===== config.mk =====
export PLATFORM = sky130hd
export DESIGN_NAME = cc_orientation_debounce_mux_top
export DESIGN_NICKNAME = d
export VERILOG_FILES = /design/src/rtl/core/ccod_pkg.sv /design/src/rtl/core/ccod_classify.sv /design/src/rtl/core/ccod_debounce.sv /design/src/rtl/core/cc_orientation_debounce_mux_top.sv
export SDC_FILE = /design/constraint.sdc
export NUM_CORES = 1
export LEC_CHECK = 0
export ABC_AREA = 1
export BUFFER_PORTS_ARGS = -buffer_cell sky130_fd_sc_hd__buf_4
export CORE_UTILIZATION = 45
export CTS_CLUSTER_DIAMETER = 60
export DETAILED_ROUTE_END_ITERATION = 10
export PLACE_DENSITY = 0.69
export RECOVER_POWER = 50
export SETUP_SLACK_MARGIN = 0.05
export SYNTH_ARGS = -nofsm -noshare
export SYNTH_HDL_FRONTEND = slang
export SYNTH_SLANG_ARGS = --single-unit

===== constraint.sdc =====
create_clock -name clk -period 3.77 [get_ports clk]
set_input_delay 0.754 -clock clk [delete_from_list [all_inputs] [get_ports clk]]
set_output_delay 0.754 -clock clk [all_outputs]
set_load 0.02 [all_outputs]

===== src/rtl/core/ccod_pkg.sv =====
// ----------------------------------------------------------------------------
// ccod_pkg
// Shared types and constants for the CC orientation detector with debounce.
// ----------------------------------------------------------------------------
package ccod_pkg;

  typedef logic [1:0] mode_t;

  localparam mode_t MODE_INITIAL      = 2'd0;
  localparam mode_t MODE_DISCONNECTED = 2'd1;
  localparam mode_t MODE_NORMAL       = 2'd2;
  localparam mode_t MODE_FLIPPED      = 2'd3;

  localparam int unsigned LEVEL_W = 16;
  localparam int unsigned THR_W   = 15;
  localparam int unsigned DBN_W   = 4;
  localparam int unsigned CFG_IDX_W = 2;

  localparam logic [CFG_IDX_W-1:0] REG_CC_THRESHOLD   = 2'd0;
  localparam logic [CFG_IDX_W-1:0] REG_VBUS_THRESHOLD = 2'd1;
  localparam logic [CFG_IDX_W-1:0] REG_DEBOUNCE       = 2'd2;

  localparam logic [THR_W-1:0] CC_THRESHOLD_RST   = 15'd0;
  localparam logic [THR_W-1:0] VBUS_THRESHOLD_RST = 15'd2000;
  localparam logic [DBN_W-1:0] DEBOUNCE_RST       = 4'd5;

  typedef struct packed {
    logic  rejected;
    mode_t mode;
  } class_t;

  typedef struct packed {
    logic  mux_enable_l;
    logic  mux_select;
    logic  hub_reset_l;
    mode_t applied_state;
    logic  state_changed;
    logic  sample_rejected;
  } result_t;

endpackage


===== src/rtl/core/ccod_classify.sv =====
// ----------------------------------------------------------------------------
// ccod_classify
// Classifies one CC/VBUS sample and flags read errors.
// ----------------------------------------------------------------------------
module ccod_classify (
  input  logic signed [ccod_pkg::LEVEL_W-1:0] cc1_level_mv,
  input  logic signed [ccod_pkg::LEVEL_W-1:0] cc2_level_mv,
  input  logic signed [ccod_pkg::LEVEL_W-1:0] vbus_level_mv,
  input  logic        [ccod_pkg::THR_W-1:0]   cc_threshold_mv,
  input  logic        [ccod_pkg::THR_W-1:0]   vbus_threshold_mv,
  output ccod_pkg::class_t                    cls
);
  import ccod_pkg::*;

  logic signed [LEVEL_W-1:0] cc_thr_s;
  logic signed [LEVEL_W-1:0] vbus_thr_s;
  logic                      cc1_act;
  logic                      cc2_act;
  logic                      vbus_ok;

  assign cc_thr_s   = $signed({1'b0, cc_threshold_mv});
  assign vbus_thr_s = $signed({1'b0, vbus_threshold_mv});
  assign cc1_act    = cc1_level_mv > cc_thr_s;
  assign cc2_act    = cc2_level_mv > cc_thr_s;
  assign vbus_ok    = vbus_level_mv > vbus_thr_s;

  always_comb begin
    cls.rejected = cc1_level_mv[LEVEL_W-1] | cc2_level_mv[LEVEL_W-1];
    if (!vbus_ok) begin
      cls.mode = MODE_DISCONNECTED;
    end else if (cc1_act && !cc2_act) begin
      cls.mode = MODE_NORMAL;
    end else if (!cc1_act && cc2_act) begin
      cls.mode = MODE_FLIPPED;
    end else begin
      cls.mode = MODE_DISCONNECTED;
    end
  end

endmodule


===== src/rtl/core/ccod_debounce.sv =====
// ----------------------------------------------------------------------------
// ccod_debounce
// Debounce counter, applied mode and select latch; forms the result fields.
// ----------------------------------------------------------------------------
module ccod_debounce (
  input  logic                            clk,
  input  logic                            rst_n,
  input  logic                            adv,
  input  ccod_pkg::class_t                cls,
  input  logic [ccod_pkg::DBN_W-1:0]      debounce_samples,
  output ccod_pkg::result_t               res
);
  import ccod_pkg::*;

  mode_t            cur_mode_r, cur_mode_nxt;
  mode_t            cand_mode_r, cand_mode_nxt;
  logic [DBN_W-1:0] match_cnt_r, match_cnt_nxt;
  logic             sel_r, sel_nxt;
  logic [DBN_W-1:0] need;
  logic [DBN_W:0]   cnt;
  logic             changed;

  assign need = (debounce_samples == '0) ? DBN_W'(1) : debounce_samples;

  always_comb begin
    cur_mode_nxt  = cur_mode_r;
    cand_mode_nxt = cand_mode_r;
    match_cnt_nxt = match_cnt_r;
    sel_nxt       = sel_r;
    changed       = 1'b0;
    cnt           = {1'b0, match_cnt_r} + (DBN_W+1)'(1);
    if (!cls.rejected) begin
      if (cls.mode != cand_mode_r) begin
        cand_mode_nxt = cls.mode;
        cnt           = (DBN_W+1)'(1);
      end
      match_cnt_nxt = cnt[DBN_W-1:0];
      if (cnt >= {1'b0, need}) begin
        match_cnt_nxt = need;
        if (cand_mode_nxt != cur_mode_r) begin
          cur_mode_nxt = cand_mode_nxt;
          changed      = 1'b1;
          if (cand_mode_nxt == MODE_NORMAL) begin
            sel_nxt = 1'b0;
          end else if (cand_mode_nxt == MODE_FLIPPED) begin
            sel_nxt = 1'b1;
          end
        end
      end
    end
  end

  always_comb begin
    res.mux_enable_l    = (cur_mode_nxt == MODE_NORMAL) || (cur_mode_nxt == MODE_FLIPPED);
    res.mux_select      = sel_nxt;
    res.hub_reset_l     = (cur_mode_nxt == MODE_DISCONNECTED);
    res.applied_state   = cur_mode_nxt;
    res.state_changed   = changed;
    res.sample_rejected = cls.rejected;
  end

  always_ff @(posedge clk) begin
    if (!rst_n) begin
      cur_mode_r  <= MODE_INITIAL;
      cand_mode_r <= MODE_INITIAL;
      match_cnt_r <= '0;
      sel_r       <= 1'b0;
    end else if (adv) begin
      cur_mode_r  <= cur_mode_nxt;
      cand_mode_r <= cand_mode_nxt;
      match_cnt_r <= match_cnt_nxt;
      sel_r       <= sel_nxt;
    end
  end

  a_count_set: assert property (@(posedge clk) disable iff (!rst_n)
    adv && !cls.rejected |=> match_cnt_r != '0)
    else $error("match count zero after accepted sample");

  a_reject_holds: assert property (@(posedge clk) disable iff (!rst_n)
    adv && cls.rejected |=> $stable(cur_mode_r) && $stable(cand_mode_r) && $stable(sel_r))
    else $error("state moved on rejected sample");

  a_no_return_initial: assert property (@(posedge clk) disable iff (!rst_n)
    cur_mode_r != MODE_INITIAL |=> cur_mode_r != MODE_INITIAL)
    else $error("applied mode returned to initial");

endmodule


===== src/rtl/core/cc_orientation_debounce_mux_top.sv =====
// ----------------------------------------------------------------------------
// cc_orientation_debounce_mux_top
// USB Type-C CC orientation detector with debounce driving a host mux.
// ----------------------------------------------------------------------------
// Path: an accepted request is captured in the stage-1 registers; its result
//   is registered in the output register when stage 1 advances.
// Throughput: 1 request per cycle while out_stall is low; classify and
//   debounce update fit one stage. Reset: synchronous active-low rst_n
//   clears both stages, the applied and candidate modes, the match count
//   and the select latch; the config registers take their reset values.
module cc_orientation_debounce_mux_top (
  input  logic                                    clk,
  input  logic                                    rst_n,
  input  logic                                    in_valid,
  output logic                                    in_stall,
  input  logic signed [ccod_pkg::LEVEL_W-1:0]     in_cc1_level_mv,
  input  logic signed [ccod_pkg::LEVEL_W-1:0]     in_cc2_level_mv,
  input  logic signed [ccod_pkg::LEVEL_W-1:0]     in_vbus_level_mv,
  output logic                                    out_valid,
  input  logic                                    out_stall,
  output logic                                    out_mux_enable_l,
  output logic                                    out_mux_select,
  output logic                                    out_hub_reset_l,
  output logic [1:0]                              out_applied_state,
  output logic                                    out_state_changed,
  output logic                                    out_sample_rejected,
  input  logic                                    cfg_valid,
  output logic                                    cfg_ready,
  input  logic [ccod_pkg::CFG_IDX_W-1:0]          cfg_index,
  input  logic [ccod_pkg::THR_W-1:0]              cfg_data
);
  import ccod_pkg::*;

  logic [THR_W-1:0]          cc_thr_r;
  logic [THR_W-1:0]          vbus_thr_r;
  logic [DBN_W-1:0]          dbn_r;
  logic                      s1_valid_r;
  logic signed [LEVEL_W-1:0] cc1_r;
  logic signed [LEVEL_W-1:0] cc2_r;
  logic signed [LEVEL_W-1:0] vbus_r;
  logic                      out_valid_r;
  result_t                   out_res_r;
  result_t                   res;
  class_t                    cls;
  logic                      adv;
  logic                      in_acc;

  assign cfg_ready = 1'b1;
  assign adv       = s1_valid_r && (!out_valid_r || !out_stall);
  assign in_stall  = s1_valid_r && !adv;
  assign in_acc    = in_valid && !in_stall;

  always_ff @(posedge clk) begin
    if (!rst_n) begin
      cc_thr_r   <= CC_THRESHOLD_RST;
      vbus_thr_r <= VBUS_THRESHOLD_RST;
      dbn_r      <= DEBOUNCE_RST;
    end else if (cfg_valid && cfg_ready) begin
      case (cfg_index)
        REG_CC_THRESHOLD:   cc_thr_r   <= cfg_data;
        REG_VBUS_THRESHOLD: vbus_thr_r <= cfg_data;
        REG_DEBOUNCE:       dbn_r      <= cfg_data[DBN_W-1:0];
        default: ;
      endcase
    end
  end

  always_ff @(posedge clk) begin
    if (!rst_n) begin
      s1_valid_r <= 1'b0;
    end else if (in_acc) begin
      s1_valid_r <= 1'b1;
    end else if (adv) begin
      s1_valid_r <= 1'b0;
    end
  end

  always_ff @(posedge clk) begin
    if (in_acc) begin
      cc1_r  <= in_cc1_level_mv;
      cc2_r  <= in_cc2_level_mv;
      vbus_r <= in_vbus_level_mv;
    end
  end

  ccod_classify u_classify (
    .cc1_level_mv      (cc1_r),
    .cc2_level_mv      (cc2_r),
    .vbus_level_mv     (vbus_r),
    .cc_threshold_mv   (cc_thr_r),
    .vbus_threshold_mv (vbus_thr_r),
    .cls               (cls)
  );

  ccod_debounce u_debounce (
    .clk              (clk),
    .rst_n            (rst_n),
    .adv              (adv),
    .cls              (cls),
    .debounce_samples (dbn_r),
    .res              (res)
  );

  always_ff @(posedge clk) begin
    if (!rst_n) begin
      out_valid_r <= 1'b0;
    end else if (adv) begin
      out_valid_r <= 1'b1;
    end else if (!out_stall) begin
      out_valid_r <= 1'b0;
    end
  end

  always_ff @(posedge clk) begin
    if (adv) begin
      out_res_r <= res;
    end
  end

  assign out_valid           = out_valid_r;
  assign out_mux_enable_l    = out_res_r.mux_enable_l;
  assign out_mux_select      = out_res_r.mux_select;
  assign out_hub_reset_l     = out_res_r.hub_reset_l;
  assign out_applied_state   = out_res_r.applied_state;
  assign out_state_changed   = out_res_r.state_changed;
  assign out_sample_rejected = out_res_r.sample_rejected;

  a_reject_no_change: assert property (@(posedge clk) disable iff (!rst_n)
    out_valid_r |-> !(out_res_r.sample_rejected && out_res_r.state_changed))
    else $error("rejected request reported a state change");

  a_change_not_initial: assert property (@(posedge clk) disable iff (!rst_n)
    out_valid_r && out_res_r.state_changed |-> out_res_r.applied_state != MODE_INITIAL)
    else $error("state change to initial mode");

  a_pins_match_state: assert property (@(posedge clk) disable iff (!rst_n)
    out_valid_r |-> out_res_r.mux_enable_l == out_res_r.applied_state[1] &&
                    out_res_r.hub_reset_l ==
                      (out_res_r.applied_state == MODE_DISCONNECTED))
    else $error("pin outputs disagree with applied state");

endmodule

# Yosys cells after proc, flatten, opt, wreduce, memory -nomap -nowiden
# Cells that the tools add are included.
# classes
n_addsub	1
mul	0
div	0
order_cmp	4
n_eq_ne	10
n_shift	0
muxes	22
bitwise_logic	3
n_reduce_logical	21
# op_table
cell	n
$gt 16x16->1	3
$mux 2	8
$eq 2x2->1 const B	5
$mux 1	10
$mux 5	2
$mux 4	2
$reduce_and 2->1	4
$logic_not 1->1	6
$add 4x1->5 const B	1
$ge 5x4->1	1
$logic_and 1x1->1	5
$eq 2x1->1 const B	2
$logic_not 4->1	1
$ne 2x2->1	2
$logic_not 2->1	1
$logic_or 1x1->1	2
$ne 2x1->1 const B	1
$not 1->1	2
$reduce_bool 2->1	1
$reduce_or 2->1	1
$or 1x1->1	1
# totals
regBits	100
latchBits	0
ram_bits	0
rom_bits	0
in_bits	70
out_inout_bits	10
word_cells	79
memories	0

# Logic depth before layout (Yosys ltp)
# depth
ltp_word	15
depth_mapped	30
depth_no_buf	30

# Cells and area by module
# A second synthesis with hierarchy kept.
# hier_totals
cells_unflattened	595
hier_area_um2	5172.5
# modules_own_cells
module	n_inst	cells_each	area_per_inst_um2
cc_orientation_debounce_mux_top	1	279	3163.0
ccod_classify	1	191	1208.7
ccod_debounce	1	125	800.8

# Worst setup path before layout
# OpenSTA, ideal clock, no wires.
# synth_timing
path_kind	reg-to-reg
from	reg cc1_r[3]
to	reg out_res_r (netlist bit out_applied_state[0]) (data pin)
setup_ns	0.249
arrival_time_ns	3.408
path_slack_ns	0.113
path_stages_with_launch	25
period_less_slack_ns	3.657
cell_sequence	edfxtp_1 ha_1 nand2_1 nor2_1 a211oi_1 o221ai_1 nand2_1 a221oi_1 ha_1 inv_1 nand3_4 nand2_2 nand2_2 a21oi_2 inv_1 nor2_1 ha_1 o21ai_0 nand2_1 a21o_1 a21oi_1 nand2_4 nand3_1 and2_4 inv_1
# synth_rtl
item	line_no	rtl
from (decl)	cc_orientation_debounce_mux_top.sv:38	logic signed [LEVEL_W-1:0] cc1_r;
from (signal assigned)	cc_orientation_debounce_mux_top.sv:80	cc1_r <= in_cc1_level_mv;
to (signal assigned)	cc_orientation_debounce_mux_top.sv:116	out_res_r <= res;
to (decl)	cc_orientation_debounce_mux_top.sv:42	result_t out_res_r;

==> flow_metrics.env <==
export IMPL_clkTransAtPathRegs_ps=100
export IMPL_num_vias=3761
export IMPL_violations="negative setup slack"
export IMPL_post_synth_top_count_cell="inv_1"
export IMPL_gr_usage_met2=0.323
export IMPL_synth_compound_gate_area_share=0.120
export IMPL_cp_start_kind="flop"
export IMPL_seq_area_frac_synth=0.527
export IMPL_cp_max_fo=5
export IMPL_rows=37
export IMPL_wire_per_inst_um=13.7
export IMPL_die_h_um=106
export IMPL_grt_max_degree=49
export IMPL_grt_pass1_vias=3510
export IMPL_synth_top_area_frac=0.341
export IMPL_initial_core_util=0.467
export IMPL_clk_latency_ps=360
export IMPL_areaGrowthSynthToFinish_pct=27.2
export IMPL_synth_nets=621
export IMPL_cts_htree_levels=3
export IMPL_io_buffers=78
export IMPL_cts_tree="built"
export IMPL_rr_endpoint="out_hub_reset_l"
export IMPL_io_pins=80
export IMPL_r2r_cells=25
export IMPL_setup_violations=9
export IMPL_drt_initial_drc_count=189
export IMPL_drc_errors=0
export IMPL_antenna_found_initial=0
export IMPL_status="complete, but fails checks"
export IMPL_clock_path_buffers=2
export IMPL_holdBufCountCts=0
export IMPL_vdd_drop_max_uv=185
export IMPL_synth_simple_gate_area_frac=0.144
export IMPL_fmax_mhz=260
export IMPL_gp_congestion=0.833
export IMPL_grt_overflow_total=0
export IMPL_synth_xor_area_frac=0.00181
export IMPL_finalSetupTns_ps=-318
export IMPL_hpwlAfterDp_um=7430
export IMPL_ys_ff_latch=100
export IMPL_vias_per_cell=5.07
export IMPL_rsz0062_at_grt="true"
export IMPL_synth_area_leaders="edfxtp_1 34%, dfxtp_1 19%, ha_1 13%, inv_1 6.4%, nand2_1 5.6%"
export IMPL_syn_inst=500
export IMPL_path_class="reg -> reg"
export IMPL_worst_r2r_setup_slack_ps=-70
export IMPL_muxShareOfSynthArea=0
export IMPL_yosysTopAreaCell="edfxtp_1"
export IMPL_tightest_slew_ps=1350
export IMPL_dpl_worst_slack_ps=-170
export IMPL_drt_wl_total_um=10100
export IMPL_core_area_mm2=0.0104
export IMPL_cp_arrival_ps=3970
export IMPL_critPathLaunch="cc1_r[6]"
export IMPL_p_leak_nw=2.69
export IMPL_crit_required_ps=3900
export IMPL_netlist_area_mm2=0.00484
export IMPL_yosysUniqueCellTypes=35
export IMPL_fin_crit_ps=3840
export IMPL_maxCapViolations=0
export IMPL_synth_avg_cell_area_um2=9.68
export IMPL_cts_buffers_inserted=9
export IMPL_synth_top_family_by_area="simple AND/OR/NAND/NOR gates"
export IMPL_slew_violations=0
export IMPL_synth_ff_type="edfxtp_1"
export IMPL_use_met1=0.222
export IMPL_yosysWarnings=0
export IMPL_fp_dieArea_mm2=0.0112
export IMPL_first_pass_iters=5
export IMPL_skew_ps=7.88
export IMPL_antennaDiodeCount=0
export IMPL_die_w_um=106
export IMPL_maxSlewHeadroom=0.103
export IMPL_min_period_over_period=1.02
export IMPL_hold_viol_final=0
export IMPL_hold_path_class="reg -> reg"
export IMPL_end_kind="flop"
export IMPL_cts_sinks=100
export IMPL_drive_gt1_frac=0.284
export IMPL_clock_root_buffer="clkbuf_8"
export IMPL_grt_first_pass_wirelength_um=15800
export IMPL_finalNetCount=722
export IMPL_synth_edf_count=55
export IMPL_async_reset_ff_frac=0
export IMPL_grt_usage=0.180
export IMPL_synthAdderAreaFrac=0.132
export IMPL_r2r_start="cc1_r[6]"
export IMPL_worst_slack_ps=-74.5
export IMPL_endpoint="out_hub_reset_l"
export IMPL_ant_nets=0
export IMPL_synthTopCellsByCount="82 x inv_1, 72 x nand2_1, 55 x edfxtp_1"
export IMPL_grt_use_met3=0.0309
export IMPL_power_per_cell_area_mw_per_mm2=390
export IMPL_busiest_layer="met2"
==> layout make-up <==
cell class	instances	area, um^2
Clock buffer	9	124
Clock inverter	7	115
Fill cell	876	4210
Inverter	85	327
Multi-Input combinational cell	305	2130
Sequential cell	100	2550
Tap cell	136	170
Timing Repair Buffer	100	736
==> worst min-delay path by stage <==
stage	start	endpoint	slack (ps)	cells after the start
floorplan	vbus_thr_r[11]	vbus_thr_r[11]	440	2
global placement	vbus_thr_r[12]	vbus_thr_r[12]	440	2
detailed placement	vbus_thr_r[12]	vbus_thr_r[12]	450	2
CTS	vbus_thr_r[12]	vbus_thr_r[12]	470	2
global route	vbus_thr_r[2]	vbus_thr_r[2]	480	2
finish	vbus_thr_r[12]	vbus_thr_r[12]	470	2
==> state kept, by name (all words and copies together) (netlist names) <==
| name | count |
|---|---|
| vbus_thr_r | 15 |
| u_debounce.sel_r | 1 |
| cc2_r | 16 |
| u_debounce.cur_mode_r | 2 |
| cc_thr_r | 15 |
| out_mux_enable_l | 1 |
| dbn_r | 4 |
| s1_valid_r | 1 |
| cc1_r | 16 |
| out_mux_select | 1 |
| out_valid | 1 |
| out_applied_state | 2 |
| vbus_r | 16 |
| out_state_changed | 1 |
| out_sample_rejected | 1 |
| u_debounce.match_cnt_r | 4 |
| u_debounce.cand_mode_r | 2 |
| out_hub_reset_l | 1 |
==> stage by stage <==
stage | power, mW | instances | util | hold WS (ps) | instance area [um^2]
3_5_place_dp | 1.59 | 718 | 0.546 | 452 | 5660
5_1_grt | 2.51 | 742 | 0.594 | 482 | 6160
4_1_cts | 2.39 | 736 | 0.573 | 467 | 5940
2_1_floorplan | 1.45 | 500 | - | 435 | 4840
3_3_place_gp | 1.57 | 718 | 0.546 | 445 | 5660
6_report | 2.40 | 742 | 0.594 | 467 | 6160
==> cells in the final DEF, fill, tap and decap left out, types with 2 or more instances in the layout <==
cell,n
a21o_1,2
a21oi_1,44
a21oi_2,6
a221oi_2,2
a31oi_1,2
buf_4,46
bufinv_16,3
clkbuf_1,5
clkbuf_4,48
clkbuf_8,9
clkinv_1,3
dfxtp_1,45
edfxtp_1,55
ha_1,44
ha_4,7
inv_1,74
inv_2,7
nand2_1,64
nand2_2,14
nand2_4,4
nand3_1,13
nand3_2,6
nand3_4,2
nand4_1,8
nor2_1,22
nor2_2,4
nor3_1,6
o211ai_1,9
o21ai_0,31
o21ai_2,2
o21bai_1,2
==> per-layer routing <==
metal	part of all wire	routed length [um]	vias to the layer above
met5	0	0	-
met4	0.018	187	0
met3	0.042	429	15
met2	0.52	5260	89
met1	0.42	4270	1766
li1	-	-	1891
==> power by group <==
part	internal, mW	switching [mW]	leakage, nW
clock network	0.439	0.367	0.117
registers	1.21	0.0244	0.904
logic	0.161	0.196	1.67
total	1.81	0.587	2.69
==> logic make-up after synthesis <==
group / Yosys count
buf+inv: 95
simple gates: 148
other cells: 1
compound gates: 104
xor+xnor: 1
flops: 100
fa+ha+maj: 51
==> timing repair <==
item / in CTS / in global routing
buffers inserted: 2 / 6
resized for setup: 11 / 39
gates cloned: 0 / 0
setup endpoints to repair: 13 / 13
pin swaps: 4 / 27
==> critical path, cell delays in order (launching register included) <==
cell	delay (ps)
edfxtp_1	440
ha_4	290
nand4_1	150
buf_4	170
nor3_1	260
a221oi_2	120
ha_1	320
inv_2	90
nand3_4	80
nand2_2	80
nand2_2	50
a21oi_2	150
buf_4	160
nand2_4	60
inv_4	60
ha_4	190
o21ai_2	50
nand2_1	60
a21o_1	180
a21oi_2	140
buf_4	140
nand2_4	70
nand2_2	90
nand2_2	80
nand2_4	90
nor2_2	40
(Power assumes the default switching activity.)
